## config.mk

```make
export PLATFORM = sky130hd
export DESIGN_NAME = nearest_segment_classifier_flat
export DESIGN_NICKNAME = d
export VERILOG_FILES = /design/src/rtl/nsc_pkg.sv /design/src/rtl/nsc_req_if.sv /design/src/rtl/nsc_rsp_if.sv /design/src/rtl/nearest_segment_classifier.sv /design/src/rtl/nsc_ram.sv /design/src/rtl/nsc_ctrl.sv /design/src/rtl/nsc_dp.sv /design/src/flat_wrapper.sv
export SDC_FILE = /design/constraint.sdc
export NUM_CORES = 2
export LEC_CHECK = 0
export ABC_CLOCK_PERIOD_IN_PS = 21600
export BUFFER_PORTS_ARGS = -buffer_cell sky130_fd_sc_hd__buf_2
export CORE_MARGIN = 2
export CORE_UTILIZATION = 40
export DETAILED_ROUTE_END_ITERATION = 8
export GPL_TIMING_DRIVEN = 0
export PLACE_DENSITY = 0.53
export SYNTH_ARGS = -nofsm -noshare
export SYNTH_HDL_FRONTEND = slang
export SYNTH_HIERARCHICAL = 1
export SYNTH_SLANG_ARGS = --single-unit
```

## constraint.sdc

```tcl
create_clock -name clk -period 21.6 [get_ports clk]
set_input_delay 3.24 -clock clk [delete_from_list [all_inputs] [get_ports clk]]
set_output_delay 3.24 -clock clk [all_outputs]
set_load 0.05 [all_outputs]
```

## src/rtl/nsc_pkg.sv

```systemverilog
// ----------------------------------------------------------------------------
// nsc_pkg
// Shared constants, codes and controller/datapath types for the
// nearest segment classifier.
// ----------------------------------------------------------------------------
package nsc_pkg;

    // Table size and coordinate format
    localparam int NUM_SEGMENTS = 9;
    localparam int COORD_BITS   = 16;
    localparam int IDX_BITS     = 4;
    localparam int SEG_CNT_BITS = $clog2(NUM_SEGMENTS);

    // Arithmetic widths
    localparam int DIFF_BITS    = COORD_BITS + 1;
    localparam int MUL_BITS     = DIFF_BITS + 1;
    localparam int PROD_BITS    = 2 * MUL_BITS;
    localparam int DIST_BITS    = 34;
    localparam int DOT_BITS     = DIST_BITS + 1;
    localparam int HALF_BITS    = DIST_BITS / 2;
    localparam int NUM_BITS     = 2 * DIST_BITS;
    localparam int DIV_STEPS    = DIST_BITS;
    localparam int DIV_CNT_BITS = $clog2(DIV_STEPS);
    localparam int ENTRY_BITS   = 6 * COORD_BITS;
    localparam int MUL_SEL_BITS = 4;

    // Input command codes
    localparam logic CMD_WRITE = 1'b0;
    localparam logic CMD_POINT = 1'b1;

    // Multiplier operand selection, in issue order
    typedef enum logic [MUL_SEL_BITS-1:0] {
        MUL_AC_X, MUL_AC_Y, MUL_AC_Z,
        MUL_BC_X, MUL_BC_Y, MUL_BC_Z,
        MUL_LEN_X, MUL_LEN_Y, MUL_LEN_Z,
        MUL_DOT_X, MUL_DOT_Y, MUL_DOT_Z,
        MUL_HH, MUL_HL, MUL_LL
    } mul_sel_t;

    // Where the projection falls on the segment
    typedef enum logic [1:0] {
        DIST_START,
        DIST_END,
        DIST_PERP
    } dist_case_t;

    // Controller to datapath commands
    typedef struct packed {
        logic                    seg_write;
        logic                    point_load;
        logic                    diff_load;
        logic                    acc_clr;
        logic                    mul_en;
        mul_sel_t                mul_sel;
        logic                    num_clr;
        logic                    div_load;
        logic                    div_step;
        logic                    dist_simple;
        logic                    dist_perp;
        logic                    best_update;
        logic                    rsp_load;
        logic [SEG_CNT_BITS-1:0] seg;
    } nsc_cmd_t;

    // Datapath to controller status
    typedef struct packed {
        dist_case_t dist_case;
    } nsc_status_t;

endpackage

```

## src/rtl/nsc_req_if.sv

```systemverilog
// ----------------------------------------------------------------------------
// nsc_req_if
// Request channel: segment writes and point queries.
// ----------------------------------------------------------------------------
interface nsc_req_if;
    logic                                   valid;
    logic                                   ready;
    logic                                   cmd;
    logic [nsc_pkg::IDX_BITS-1:0]           seg_index;
    logic signed [nsc_pkg::COORD_BITS-1:0]  point_x;
    logic signed [nsc_pkg::COORD_BITS-1:0]  point_y;
    logic signed [nsc_pkg::COORD_BITS-1:0]  point_z;
    logic signed [nsc_pkg::COORD_BITS-1:0]  end_x;
    logic signed [nsc_pkg::COORD_BITS-1:0]  end_y;
    logic signed [nsc_pkg::COORD_BITS-1:0]  end_z;

    modport source (
        output valid, cmd, seg_index, point_x, point_y, point_z, end_x, end_y, end_z,
        input  ready
    );

    modport sink (
        input  valid, cmd, seg_index, point_x, point_y, point_z, end_x, end_y, end_z,
        output ready
    );
endinterface

```

## src/rtl/nsc_rsp_if.sv

```systemverilog
// ----------------------------------------------------------------------------
// nsc_rsp_if
// Response channel: nearest two segments and their squared distances.
// ----------------------------------------------------------------------------
interface nsc_rsp_if;
    logic                            valid;
    logic                            ready;
    logic [nsc_pkg::IDX_BITS-1:0]    nearest_segment;
    logic [nsc_pkg::IDX_BITS-1:0]    second_segment;
    logic [nsc_pkg::DIST_BITS-1:0]   nearest_dist_sq;
    logic [nsc_pkg::DIST_BITS-1:0]   second_dist_sq;

    modport source (
        output valid, nearest_segment, second_segment, nearest_dist_sq, second_dist_sq,
        input  ready
    );

    modport sink (
        input  valid, nearest_segment, second_segment, nearest_dist_sq, second_dist_sq,
        output ready
    );
endinterface

```

## src/rtl/nearest_segment_classifier.sv

```systemverilog
// ----------------------------------------------------------------------------
// nearest_segment_classifier
// Segment write: accepted while idle, no result. Point: one transaction at
// a time; each of the 9 segments goes either the short path (projection
// before start, past end, or zero length) or the perpendicular path, which
// adds squaring on the shared multiplier and the bit-serial divider. Async
// active-low reset clears control; the segment table holds nothing until
// written.
// ----------------------------------------------------------------------------
module nearest_segment_classifier (
    input  logic        clk,
    input  logic        rst_n,
    nsc_req_if.sink     req,
    nsc_rsp_if.source   rsp
);

    nsc_pkg::nsc_cmd_t    cmd;
    nsc_pkg::nsc_status_t status;

    // Sequencer
    nsc_ctrl u_ctrl (
        .clk       (clk),
        .rst_n     (rst_n),
        .req_valid (req.valid),
        .req_cmd   (req.cmd),
        .req_ready (req.ready),
        .rsp_valid (rsp.valid),
        .rsp_ready (rsp.ready),
        .status    (status),
        .cmd       (cmd)
    );

    // Arithmetic and storage
    nsc_dp u_dp (
        .clk             (clk),
        .rst_n           (rst_n),
        .cmd             (cmd),
        .status          (status),
        .seg_index       (req.seg_index),
        .point_x         (req.point_x),
        .point_y         (req.point_y),
        .point_z         (req.point_z),
        .end_x           (req.end_x),
        .end_y           (req.end_y),
        .end_z           (req.end_z),
        .nearest_segment (rsp.nearest_segment),
        .second_segment  (rsp.second_segment),
        .nearest_dist_sq (rsp.nearest_dist_sq),
        .second_dist_sq  (rsp.second_dist_sq)
    );

endmodule

```

## src/rtl/nsc_ram.sv

```systemverilog
// ----------------------------------------------------------------------------
// nsc_ram
// Generic single-write, single-read RAM with registered read data.
// ----------------------------------------------------------------------------
module nsc_ram #(
    parameter int WIDTH = 8,
    parameter int DEPTH = 16
) (
    input  logic                     clk,
    input  logic                     we,
    input  logic [$clog2(DEPTH)-1:0] waddr,
    input  logic [WIDTH-1:0]         wdata,
    input  logic [$clog2(DEPTH)-1:0] raddr,
    output logic [WIDTH-1:0]         rdata
);

    logic [WIDTH-1:0] mem [DEPTH];
    logic [WIDTH-1:0] rdata_reg;

    // Write port and registered read port
    always_ff @(posedge clk)
    begin
        if (we)
        begin
            mem[waddr] <= wdata;
        end
        rdata_reg <= mem[raddr];
    end

    assign rdata = rdata_reg;

endmodule

```

## src/rtl/nsc_ctrl.sv

```systemverilog
// ----------------------------------------------------------------------------
// nsc_ctrl
// Sequencer: walks the segment table for each point, steps the shared
// multiplier, the divider and the running two-minimum search.
// ----------------------------------------------------------------------------
module nsc_ctrl (
    input  logic                 clk,
    input  logic                 rst_n,
    input  logic                 req_valid,
    input  logic                 req_cmd,
    output logic                 req_ready,
    output logic                 rsp_valid,
    input  logic                 rsp_ready,
    input  nsc_pkg::nsc_status_t status,
    output nsc_pkg::nsc_cmd_t    cmd
);

    typedef enum logic [3:0] {
        ST_IDLE,
        ST_ADDR,
        ST_DIFF,
        ST_MUL,
        ST_MUL_DRAIN,
        ST_DECIDE,
        ST_SQ,
        ST_SQ_DRAIN,
        ST_DIV_INIT,
        ST_DIV,
        ST_FIN,
        ST_UPDATE,
        ST_OUT
    } state_t;

    state_t                               state_reg, state_next;
    logic [nsc_pkg::SEG_CNT_BITS-1:0]     seg_reg, seg_next;
    nsc_pkg::mul_sel_t                    step_reg, step_next;
    logic [nsc_pkg::DIV_CNT_BITS-1:0]     div_cnt_reg, div_cnt_next;
    logic                                 rsp_valid_reg, rsp_valid_next;

    // Next state and commands
    always_comb
    begin
        state_next   = state_reg;
        seg_next     = seg_reg;
        step_next    = step_reg;
        div_cnt_next = div_cnt_reg;
        cmd          = '0;
        cmd.seg      = seg_reg;
        cmd.mul_sel  = step_reg;

        case (state_reg)
            ST_IDLE:
            begin
                if (req_valid)
                begin
                    if (req_cmd == nsc_pkg::CMD_WRITE)
                    begin
                        cmd.seg_write = 1'b1;
                    end
                    else
                    begin
                        cmd.point_load = 1'b1;
                        seg_next       = '0;
                        state_next     = ST_ADDR;
                    end
                end
            end
            ST_ADDR:
            begin
                state_next = ST_DIFF;
            end
            ST_DIFF:
            begin
                cmd.diff_load = 1'b1;
                cmd.acc_clr   = 1'b1;
                step_next     = nsc_pkg::MUL_AC_X;
                state_next    = ST_MUL;
            end
            ST_MUL:
            begin
                cmd.mul_en = 1'b1;
                if (step_reg == nsc_pkg::MUL_DOT_Z)
                begin
                    state_next = ST_MUL_DRAIN;
                end
                else
                begin
                    step_next = nsc_pkg::mul_sel_t'(
                        nsc_pkg::MUL_SEL_BITS'(step_reg) + nsc_pkg::MUL_SEL_BITS'(1));
                end
            end
            ST_MUL_DRAIN:
            begin
                state_next = ST_DECIDE;
            end
            ST_DECIDE:
            begin
                cmd.num_clr = 1'b1;
                if (status.dist_case == nsc_pkg::DIST_PERP)
                begin
                    step_next  = nsc_pkg::MUL_HH;
                    state_next = ST_SQ;
                end
                else
                begin
                    cmd.dist_simple = 1'b1;
                    state_next      = ST_UPDATE;
                end
            end
            ST_SQ:
            begin
                cmd.mul_en = 1'b1;
                if (step_reg == nsc_pkg::MUL_LL)
                begin
                    state_next = ST_SQ_DRAIN;
                end
                else
                begin
                    step_next = nsc_pkg::mul_sel_t'(
                        nsc_pkg::MUL_SEL_BITS'(step_reg) + nsc_pkg::MUL_SEL_BITS'(1));
                end
            end
            ST_SQ_DRAIN:
            begin
                state_next = ST_DIV_INIT;
            end
            ST_DIV_INIT:
            begin
                cmd.div_load = 1'b1;
                div_cnt_next = '0;
                state_next   = ST_DIV;
            end
            ST_DIV:
            begin
                cmd.div_step = 1'b1;
                if (div_cnt_reg == nsc_pkg::DIV_CNT_BITS'(nsc_pkg::DIV_STEPS - 1))
                begin
                    state_next = ST_FIN;
                end
                else
                begin
                    div_cnt_next = div_cnt_reg + nsc_pkg::DIV_CNT_BITS'(1);
                end
            end
            ST_FIN:
            begin
                cmd.dist_perp = 1'b1;
                state_next    = ST_UPDATE;
            end
            ST_UPDATE:
            begin
                cmd.best_update = 1'b1;
                if (seg_reg == nsc_pkg::SEG_CNT_BITS'(nsc_pkg::NUM_SEGMENTS - 1))
                begin
                    state_next = ST_OUT;
                end
                else
                begin
                    seg_next   = seg_reg + nsc_pkg::SEG_CNT_BITS'(1);
                    state_next = ST_ADDR;
                end
            end
            ST_OUT:
            begin
                if (!rsp_valid_reg || rsp_ready)
                begin
                    cmd.rsp_load = 1'b1;
                    state_next   = ST_IDLE;
                end
            end
            default:
            begin
                state_next = ST_IDLE;
            end
        endcase

        // Hold the result until taken, then drop valid
        if (cmd.rsp_load)
        begin
            rsp_valid_next = 1'b1;
        end
        else if (rsp_ready)
        begin
            rsp_valid_next = 1'b0;
        end
        else
        begin
            rsp_valid_next = rsp_valid_reg;
        end
    end

    // State and registered outputs
    always_ff @(posedge clk or negedge rst_n)
    begin
        if (!rst_n)
        begin
            state_reg     <= ST_IDLE;
            seg_reg       <= '0;
            step_reg      <= nsc_pkg::MUL_AC_X;
            div_cnt_reg   <= '0;
            rsp_valid_reg <= 1'b0;
        end
        else
        begin
            state_reg     <= state_next;
            seg_reg       <= seg_next;
            step_reg      <= step_next;
            div_cnt_reg   <= div_cnt_next;
            rsp_valid_reg <= rsp_valid_next;
        end
    end

    assign req_ready = (state_reg == ST_IDLE);
    assign rsp_valid = rsp_valid_reg;

endmodule

```

## src/rtl/nsc_dp.sv

```systemverilog
// ----------------------------------------------------------------------------
// nsc_dp
// Datapath: segment table, coordinate differences, shared 18x18 multiplier
// with accumulators, restoring divider, two-minimum tracker, result register.
// ----------------------------------------------------------------------------
module nsc_dp (
    input  logic                                   clk,
    input  logic                                   rst_n,
    input  nsc_pkg::nsc_cmd_t                      cmd,
    output nsc_pkg::nsc_status_t                   status,
    input  logic [nsc_pkg::IDX_BITS-1:0]           seg_index,
    input  logic signed [nsc_pkg::COORD_BITS-1:0]  point_x,
    input  logic signed [nsc_pkg::COORD_BITS-1:0]  point_y,
    input  logic signed [nsc_pkg::COORD_BITS-1:0]  point_z,
    input  logic signed [nsc_pkg::COORD_BITS-1:0]  end_x,
    input  logic signed [nsc_pkg::COORD_BITS-1:0]  end_y,
    input  logic signed [nsc_pkg::COORD_BITS-1:0]  end_z,
    output logic [nsc_pkg::IDX_BITS-1:0]           nearest_segment,
    output logic [nsc_pkg::IDX_BITS-1:0]           second_segment,
    output logic [nsc_pkg::DIST_BITS-1:0]          nearest_dist_sq,
    output logic [nsc_pkg::DIST_BITS-1:0]          second_dist_sq
);

    localparam int CB = nsc_pkg::COORD_BITS;
    localparam int DB = nsc_pkg::DIST_BITS;

    logic                                  ram_we;
    logic [nsc_pkg::ENTRY_BITS-1:0]        ram_rdata;
    logic signed [CB-1:0]                  point_reg [3];
    logic signed [CB-1:0]                  seg_s [3];
    logic signed [CB-1:0]                  seg_e [3];
    logic signed [nsc_pkg::DIFF_BITS-1:0]  ac_reg [3];
    logic signed [nsc_pkg::DIFF_BITS-1:0]  bc_reg [3];
    logic signed [nsc_pkg::DIFF_BITS-1:0]  b_reg [3];
    logic signed [nsc_pkg::MUL_BITS-1:0]   opa, opb;
    logic signed [nsc_pkg::PROD_BITS-1:0]  prod;
    logic signed [nsc_pkg::PROD_BITS-1:0]  prod_reg;
    nsc_pkg::mul_sel_t                     prod_sel_reg;
    logic                                  prod_vld_reg;
    logic [DB-1:0]                         ac2_reg, bc2_reg, len2_reg;
    logic signed [nsc_pkg::DOT_BITS-1:0]   dot_reg;
    logic [nsc_pkg::NUM_BITS-1:0]          num_reg;
    logic [DB-1:0]                         rem_reg, numlo_reg, quo_reg;
    logic [DB:0]                           trial;
    logic [DB:0]                           trial_diff;
    logic [DB-1:0]                         dist_reg;
    logic [DB-1:0]                         d1_reg, d2_reg;
    logic [nsc_pkg::SEG_CNT_BITS-1:0]      n1_reg, n2_reg;
    logic [nsc_pkg::IDX_BITS-1:0]          rsp_n1_reg, rsp_n2_reg;
    logic [DB-1:0]                         rsp_d1_reg, rsp_d2_reg;

    // Segment table: start in the low half, end in the high half
    assign ram_we = cmd.seg_write && (int'(seg_index) < nsc_pkg::NUM_SEGMENTS);

    nsc_ram #(
        .WIDTH (nsc_pkg::ENTRY_BITS),
        .DEPTH (nsc_pkg::NUM_SEGMENTS)
    ) u_seg_ram (
        .clk   (clk),
        .we    (ram_we),
        .waddr (nsc_pkg::SEG_CNT_BITS'(seg_index)),
        .wdata ({end_z, end_y, end_x, point_z, point_y, point_x}),
        .raddr (cmd.seg),
        .rdata (ram_rdata)
    );

    always_comb
    begin
        for (int k = 0; k < 3; k++)
        begin
            seg_s[k] = ram_rdata[k*CB +: CB];
            seg_e[k] = ram_rdata[(k+3)*CB +: CB];
        end
    end

    // Capture the query point and form the per-segment differences
    always_ff @(posedge clk)
    begin
        if (cmd.point_load)
        begin
            point_reg[0] <= point_x;
            point_reg[1] <= point_y;
            point_reg[2] <= point_z;
        end
        if (cmd.diff_load)
        begin
            for (int k = 0; k < 3; k++)
            begin
                ac_reg[k] <= nsc_pkg::DIFF_BITS'(point_reg[k]) - nsc_pkg::DIFF_BITS'(seg_s[k]);
                bc_reg[k] <= nsc_pkg::DIFF_BITS'(point_reg[k]) - nsc_pkg::DIFF_BITS'(seg_e[k]);
                b_reg[k]  <= nsc_pkg::DIFF_BITS'(seg_e[k]) - nsc_pkg::DIFF_BITS'(seg_s[k]);
            end
        end
    end

    // Select multiplier operands
    always_comb
    begin
        case (cmd.mul_sel)
            nsc_pkg::MUL_AC_X:  begin opa = nsc_pkg::MUL_BITS'(ac_reg[0]); opb = opa; end
            nsc_pkg::MUL_AC_Y:  begin opa = nsc_pkg::MUL_BITS'(ac_reg[1]); opb = opa; end
            nsc_pkg::MUL_AC_Z:  begin opa = nsc_pkg::MUL_BITS'(ac_reg[2]); opb = opa; end
            nsc_pkg::MUL_BC_X:  begin opa = nsc_pkg::MUL_BITS'(bc_reg[0]); opb = opa; end
            nsc_pkg::MUL_BC_Y:  begin opa = nsc_pkg::MUL_BITS'(bc_reg[1]); opb = opa; end
            nsc_pkg::MUL_BC_Z:  begin opa = nsc_pkg::MUL_BITS'(bc_reg[2]); opb = opa; end
            nsc_pkg::MUL_LEN_X: begin opa = nsc_pkg::MUL_BITS'(b_reg[0]); opb = opa; end
            nsc_pkg::MUL_LEN_Y: begin opa = nsc_pkg::MUL_BITS'(b_reg[1]); opb = opa; end
            nsc_pkg::MUL_LEN_Z: begin opa = nsc_pkg::MUL_BITS'(b_reg[2]); opb = opa; end
            nsc_pkg::MUL_DOT_X:
            begin
                opa = nsc_pkg::MUL_BITS'(b_reg[0]);
                opb = nsc_pkg::MUL_BITS'(ac_reg[0]);
            end
            nsc_pkg::MUL_DOT_Y:
            begin
                opa = nsc_pkg::MUL_BITS'(b_reg[1]);
                opb = nsc_pkg::MUL_BITS'(ac_reg[1]);
            end
            nsc_pkg::MUL_DOT_Z:
            begin
                opa = nsc_pkg::MUL_BITS'(b_reg[2]);
                opb = nsc_pkg::MUL_BITS'(ac_reg[2]);
            end
            nsc_pkg::MUL_HH:
            begin
                opa = $signed(nsc_pkg::MUL_BITS'(dot_reg[DB-1:nsc_pkg::HALF_BITS]));
                opb = opa;
            end
            nsc_pkg::MUL_HL:
            begin
                opa = $signed(nsc_pkg::MUL_BITS'(dot_reg[DB-1:nsc_pkg::HALF_BITS]));
                opb = $signed(nsc_pkg::MUL_BITS'(dot_reg[nsc_pkg::HALF_BITS-1:0]));
            end
            nsc_pkg::MUL_LL:
            begin
                opa = $signed(nsc_pkg::MUL_BITS'(dot_reg[nsc_pkg::HALF_BITS-1:0]));
                opb = opa;
            end
            default:
            begin
                opa = '0;
                opb = '0;
            end
        endcase
    end

    assign prod = opa * opb;

    // Register the product with its destination tag
    always_ff @(posedge clk or negedge rst_n)
    begin
        if (!rst_n)
        begin
            prod_vld_reg <= 1'b0;
        end
        else
        begin
            prod_vld_reg <= cmd.mul_en;
        end
    end

    always_ff @(posedge clk)
    begin
        prod_reg     <= prod;
        prod_sel_reg <= cmd.mul_sel;
    end

    // Accumulate products into sums of squares, dot product and dot squared
    always_ff @(posedge clk)
    begin
        if (cmd.acc_clr)
        begin
            ac2_reg  <= '0;
            bc2_reg  <= '0;
            len2_reg <= '0;
            dot_reg  <= '0;
        end
        if (cmd.num_clr)
        begin
            num_reg <= '0;
        end
        if (prod_vld_reg)
        begin
            case (prod_sel_reg)
                nsc_pkg::MUL_AC_X, nsc_pkg::MUL_AC_Y, nsc_pkg::MUL_AC_Z:
                    ac2_reg <= ac2_reg + prod_reg[DB-1:0];
                nsc_pkg::MUL_BC_X, nsc_pkg::MUL_BC_Y, nsc_pkg::MUL_BC_Z:
                    bc2_reg <= bc2_reg + prod_reg[DB-1:0];
                nsc_pkg::MUL_LEN_X, nsc_pkg::MUL_LEN_Y, nsc_pkg::MUL_LEN_Z:
                    len2_reg <= len2_reg + prod_reg[DB-1:0];
                nsc_pkg::MUL_DOT_X, nsc_pkg::MUL_DOT_Y, nsc_pkg::MUL_DOT_Z:
                    dot_reg <= dot_reg + $signed(prod_reg[nsc_pkg::DOT_BITS-1:0]);
                nsc_pkg::MUL_HH:
                    num_reg <= num_reg + {prod_reg[DB-1:0], {DB{1'b0}}};
                nsc_pkg::MUL_HL:
                    num_reg <= num_reg
                             + (nsc_pkg::NUM_BITS'(prod_reg[DB-1:0]) << (nsc_pkg::HALF_BITS + 1));
                nsc_pkg::MUL_LL:
                    num_reg <= num_reg + nsc_pkg::NUM_BITS'(prod_reg[DB-1:0]);
                default:
                    num_reg <= num_reg;
            endcase
        end
    end

    // Classify the projection against the segment ends
    always_comb
    begin
        if ((len2_reg == '0) || dot_reg[nsc_pkg::DOT_BITS-1])
        begin
            status.dist_case = nsc_pkg::DIST_START;
        end
        else if ($unsigned(dot_reg) > {1'b0, len2_reg})
        begin
            status.dist_case = nsc_pkg::DIST_END;
        end
        else
        begin
            status.dist_case = nsc_pkg::DIST_PERP;
        end
    end

    // Restoring divide of dot squared by the squared length, one bit per cycle
    assign trial      = {rem_reg, numlo_reg[DB-1]};
    assign trial_diff = trial - {1'b0, len2_reg};

    always_ff @(posedge clk)
    begin
        if (cmd.div_load)
        begin
            rem_reg   <= num_reg[nsc_pkg::NUM_BITS-1:DB];
            numlo_reg <= num_reg[DB-1:0];
            quo_reg   <= '0;
        end
        else if (cmd.div_step)
        begin
            numlo_reg <= {numlo_reg[DB-2:0], 1'b0};
            if (trial >= {1'b0, len2_reg})
            begin
                rem_reg <= trial_diff[DB-1:0];
                quo_reg <= {quo_reg[DB-2:0], 1'b1};
            end
            else
            begin
                rem_reg <= trial[DB-1:0];
                quo_reg <= {quo_reg[DB-2:0], 1'b0};
            end
        end
    end

    // Squared distance of the current segment
    always_ff @(posedge clk)
    begin
        if (cmd.dist_simple)
        begin
            dist_reg <= (status.dist_case == nsc_pkg::DIST_END) ? bc2_reg : ac2_reg;
        end
        else if (cmd.dist_perp)
        begin
            // subtract the quotient rounded up
            dist_reg <= ac2_reg - quo_reg - DB'(rem_reg != '0);
        end
    end

    // Track nearest and second nearest, first index wins ties
    always_ff @(posedge clk)
    begin
        if (cmd.best_update)
        begin
            if (cmd.seg == '0)
            begin
                d1_reg <= dist_reg;
                n1_reg <= cmd.seg;
            end
            else if (dist_reg < d1_reg)
            begin
                d2_reg <= d1_reg;
                n2_reg <= n1_reg;
                d1_reg <= dist_reg;
                n1_reg <= cmd.seg;
            end
            else if ((cmd.seg == nsc_pkg::SEG_CNT_BITS'(1)) || (dist_reg < d2_reg))
            begin
                d2_reg <= dist_reg;
                n2_reg <= cmd.seg;
            end
        end
    end

    // Output register
    always_ff @(posedge clk)
    begin
        if (cmd.rsp_load)
        begin
            rsp_n1_reg <= nsc_pkg::IDX_BITS'(n1_reg);
            rsp_n2_reg <= nsc_pkg::IDX_BITS'(n2_reg);
            rsp_d1_reg <= d1_reg;
            rsp_d2_reg <= d2_reg;
        end
    end

    assign nearest_segment = rsp_n1_reg;
    assign second_segment  = rsp_n2_reg;
    assign nearest_dist_sq = rsp_d1_reg;
    assign second_dist_sq  = rsp_d2_reg;

endmodule
```

## src/flat_wrapper.sv

```systemverilog
// flat-port wrapper written by rule: the top's interface ports become plain ports
module nearest_segment_classifier_flat 
  (clk, rst_n, req_valid, req_cmd, req_seg_index, req_point_x, req_point_y, req_point_z, req_end_x, req_end_y, req_end_z, req_ready, rsp_valid, rsp_nearest_segment, rsp_second_segment, rsp_nearest_dist_sq, rsp_second_dist_sq, rsp_ready);
  nsc_req_if req_i ();
  nsc_rsp_if rsp_i ();
  input  logic clk;
  input  logic rst_n;
  input wire logic [$bits(req_i.valid)-1:0] req_valid;
  input wire logic [$bits(req_i.cmd)-1:0] req_cmd;
  input wire logic [$bits(req_i.seg_index)-1:0] req_seg_index;
  input wire logic [$bits(req_i.point_x)-1:0] req_point_x;
  input wire logic [$bits(req_i.point_y)-1:0] req_point_y;
  input wire logic [$bits(req_i.point_z)-1:0] req_point_z;
  input wire logic [$bits(req_i.end_x)-1:0] req_end_x;
  input wire logic [$bits(req_i.end_y)-1:0] req_end_y;
  input wire logic [$bits(req_i.end_z)-1:0] req_end_z;
  output wire logic [$bits(req_i.ready)-1:0] req_ready;
  output wire logic [$bits(rsp_i.valid)-1:0] rsp_valid;
  output wire logic [$bits(rsp_i.nearest_segment)-1:0] rsp_nearest_segment;
  output wire logic [$bits(rsp_i.second_segment)-1:0] rsp_second_segment;
  output wire logic [$bits(rsp_i.nearest_dist_sq)-1:0] rsp_nearest_dist_sq;
  output wire logic [$bits(rsp_i.second_dist_sq)-1:0] rsp_second_dist_sq;
  input wire logic [$bits(rsp_i.ready)-1:0] rsp_ready;
  assign req_i.valid = req_valid;
  assign req_i.cmd = req_cmd;
  assign req_i.seg_index = req_seg_index;
  assign req_i.point_x = req_point_x;
  assign req_i.point_y = req_point_y;
  assign req_i.point_z = req_point_z;
  assign req_i.end_x = req_end_x;
  assign req_i.end_y = req_end_y;
  assign req_i.end_z = req_end_z;
  assign req_ready = req_i.ready;
  assign rsp_valid = rsp_i.valid;
  assign rsp_nearest_segment = rsp_i.nearest_segment;
  assign rsp_second_segment = rsp_i.second_segment;
  assign rsp_nearest_dist_sq = rsp_i.nearest_dist_sq;
  assign rsp_second_dist_sq = rsp_i.second_dist_sq;
  assign rsp_i.ready = rsp_ready;
  nearest_segment_classifier u_core (.clk(clk), .rst_n(rst_n), .req(req_i), .rsp(rsp_i));
endmodule
```

==> results.cfg <==
[detailed_routing]
drt_iter0_drc = 5663
first_pass_iters = 7
drtAntennaViolNets = 0
post_drt_wl_per_cell_um = 26.19
vias_per_cell = 5.585
drc = 0
vias = 71910
drt-total-wl_um = 337300

[synth]
synth_compound_area_frac = 0.1360
synth_edf_count = 1387
synth.avg_cell_area_um2 = 11.39
netlist_area_um2 = 101200
synthesis.nets = 10010
ys_ff_latch = 1713
synthFlopType = edfxtp_1
synth_top_family_by_area = adder cells
synth_adder_area_share = 0.1508
synth-simple-area-share = 0.09688
synthXorXnorAreaFrac = 0.03269
async_reset_ff_frac = 0.01168
synth_cells = 8890
ys_types = 114
yosysSeqAreaShare = 0.4768
synthMuxAreaShare = 0.05998
yosys_warnings = 6

[layout]
final_cell_mix = edfxtp_1 (1387), inv_1 (859), ha_1 (673)
drive_gt1_frac = 0.1047
fill_cells = 23250
fin_util = 0.4537
regArea_um2 = 48280
multiInputGateArea_um2 = 48400
nets = 10470
largest_reg_flops = 864
final_common_cell = edfxtp_1
area_growth_pct = 12.76

[outcome]
violations = max-capacitance violations, max-slew violations
status = finished with violations

[timing]
slew_headroom = -0.01514
skew_ps = 108.5
finalSetupViolCount = 0
timing.final.crit_share = 0.5073
fin_crit_ps = 10960
rsz0062_at_grt = no
max_freq_mhz = 91.26
final-max-slew-violation-count = 11
hold_viol = 0
tightest_slew_ps = 1523

[clock_tree]
root_buffer = clkbuf_16
cts.sinks = 1713
cts_setup_buffers = 0
clkSlewWorstSetupHoldPaths_ps = 50
clk_latency_ps = 870
cts_buffer_depth = 3
cts_resized = 0
cts_buffers = 192
htreeDepth = 4
cts_tree = built
ctsHoldBuffers = 0

[setup_path]
worstPathRequired_ps = 22230
r2r_start = u_core/u_ctrl/step_reg[3]
cp_slowest_cell = a222oi_1
r2r_end = u_core/u_dp/prod_reg[33]
path_max_fanout = 10
r2r_cells = 29
worstPathArrival_ps = 11580
critPathMaxStageDelay_ps = 1250
crit_start = u_core/u_ctrl/step_reg[3]
path_class = reg2reg
end_kind = register
cp-endpoint = u_core/u_dp/prod_reg[33]
cp-start-kind = register
cp_common_cell = fa_1
r2r_slack_ps = 10640

[floorplan]
core.rowCount = 184
die-area_um2 = 257200
core_um2 = 251600
die_h_um = 507.1
num_io_pins = 183
die_w_um = 507.1
start_util = 0.4024

[grt]
grt_pass1_wl_um = 490800
grt_pass1_vias = 71900
overflow = 0
grt.total_usage = 0.2585
grt_max_degree = 110
antenna_found_initial = 32

[worst_hold_path]
hp-class = reg2reg

[placement]
port_buffers = 182
dpl.hpwl_um = 261000
gp_congestion = 0.9618

[job]
max_cap_viol_count = 1
[stage by stage]
step | hold WS (ps) | setup slack [ps] | setup TNS, ps | cell area, µm² | instances
floorplan | 400.3 | 8113 | 0 | 101200 | 8890
global placement | 407.7 | -3238 | -306410 | 106300 | 12420
detailed placement | 411.9 | 10870 | 0 | 107700 | 12510
CTS | 413.9 | 10760 | 0 | 114100 | 12870
global route | 425.2 | 10310 | 0 | 114200 | 12870
finish | 415.2 | 10640 | 0 | 114200 | 12880
[per-layer routing]
metal | up-vias | track usage | wire [µm]
met4 | 38 | 0.09030 | 13160
met1 | 35940 | 0.3334 | 143000
met2 | 2081 | 0.4418 | 162900
met3 | 548 | 0.03865 | 17950
met5 | - | 0 | 223
li1 | 33300 | - | -
[cell type report]
type / instances / share of cell area
diodes: 9 / 0.0001973
plain buffers: 321 / 0.01337
clock buffers: 254 / 0.04508
clock inverters: 107 / 0.01119
inverters: 860 / 0.02827
multi-input cells: 5996 / 0.4239
flip-flops and latches: 1713 / 0.4229
well taps: 3348 / 0.03669
repair buffers: 268 / 0.01838
[worst max-delay path: cells and delay by family (launching register included)]
family / cells / cell delay [ps]
adder cells (fa/ha/maj): 7 / 3470
buffers and inverters: 7 / 1230
AO/OA/AOI/OAI: 9 / 4120
AND/OR/NAND/NOR: 6 / 1400
flip-flops: 1 / 530
[cells by family (layout without fill, tap and decap cells)]
logic type,count (synthesis),in the layout
other cells,0,9
compound gates,1979,1979
xor+xnor,377,377
fa+ha+maj,1015,1015
mux,573,573
simple gates,2052,2052
buf+inv,1181,1810
flops,1713,1713
[cells in the mapped netlist, types with 120 or more instances]
| cell type | n | area [µm²] |
|---|---|---|
| edfxtp_1 | 1387 | 41650 |
| inv_1 | 859 | 3224 |
| ha_1 | 673 | 8421 |
| nand2_1 | 660 | 2477 |
| nor2_1 | 549 | 2061 |
| o21ai_0 | 458 | 2292 |
| a21oi_1 | 357 | 1787 |
| fa_1 | 342 | 6847 |
| dfxtp_1 | 306 | 6126 |
| mux2i_1 | 306 | 3063 |
| xnor2_1 | 243 | 2128 |
| clkbuf_1 | 224 | 840.8 |
| a21o_1 | 175 | 1314 |
| mux2_2 | 162 | 1824 |
| nand3_1 | 134 | 670.6 |
| xor2_1 | 133 | 1165 |
| nor3_1 | 120 | 600.6 |
[how the worst min path moves through the flow]
stage,to,depth (start not counted),start
5_1_grt,u_core/u_dp/second_dist_sq[24],0,u_core/u_dp/d2_reg[24]
4_1_cts,u_core/u_dp/second_dist_sq[24],0,u_core/u_dp/d2_reg[24]
3_3_place_gp,u_core/u_dp/second_segment[3],0,u_core/u_dp/n2_reg[3]
6_report,u_core/u_dp/second_dist_sq[24],0,u_core/u_dp/d2_reg[24]
2_1_floorplan,u_core/u_dp/second_segment[0],0,u_core/u_dp/n2_reg[0]
3_5_place_dp,u_core/u_dp/second_segment[3],0,u_core/u_dp/n2_reg[3]
Power is not shown: default switching activity piles up to over one toggle a cycle in this logic, so the estimate is an artifact.
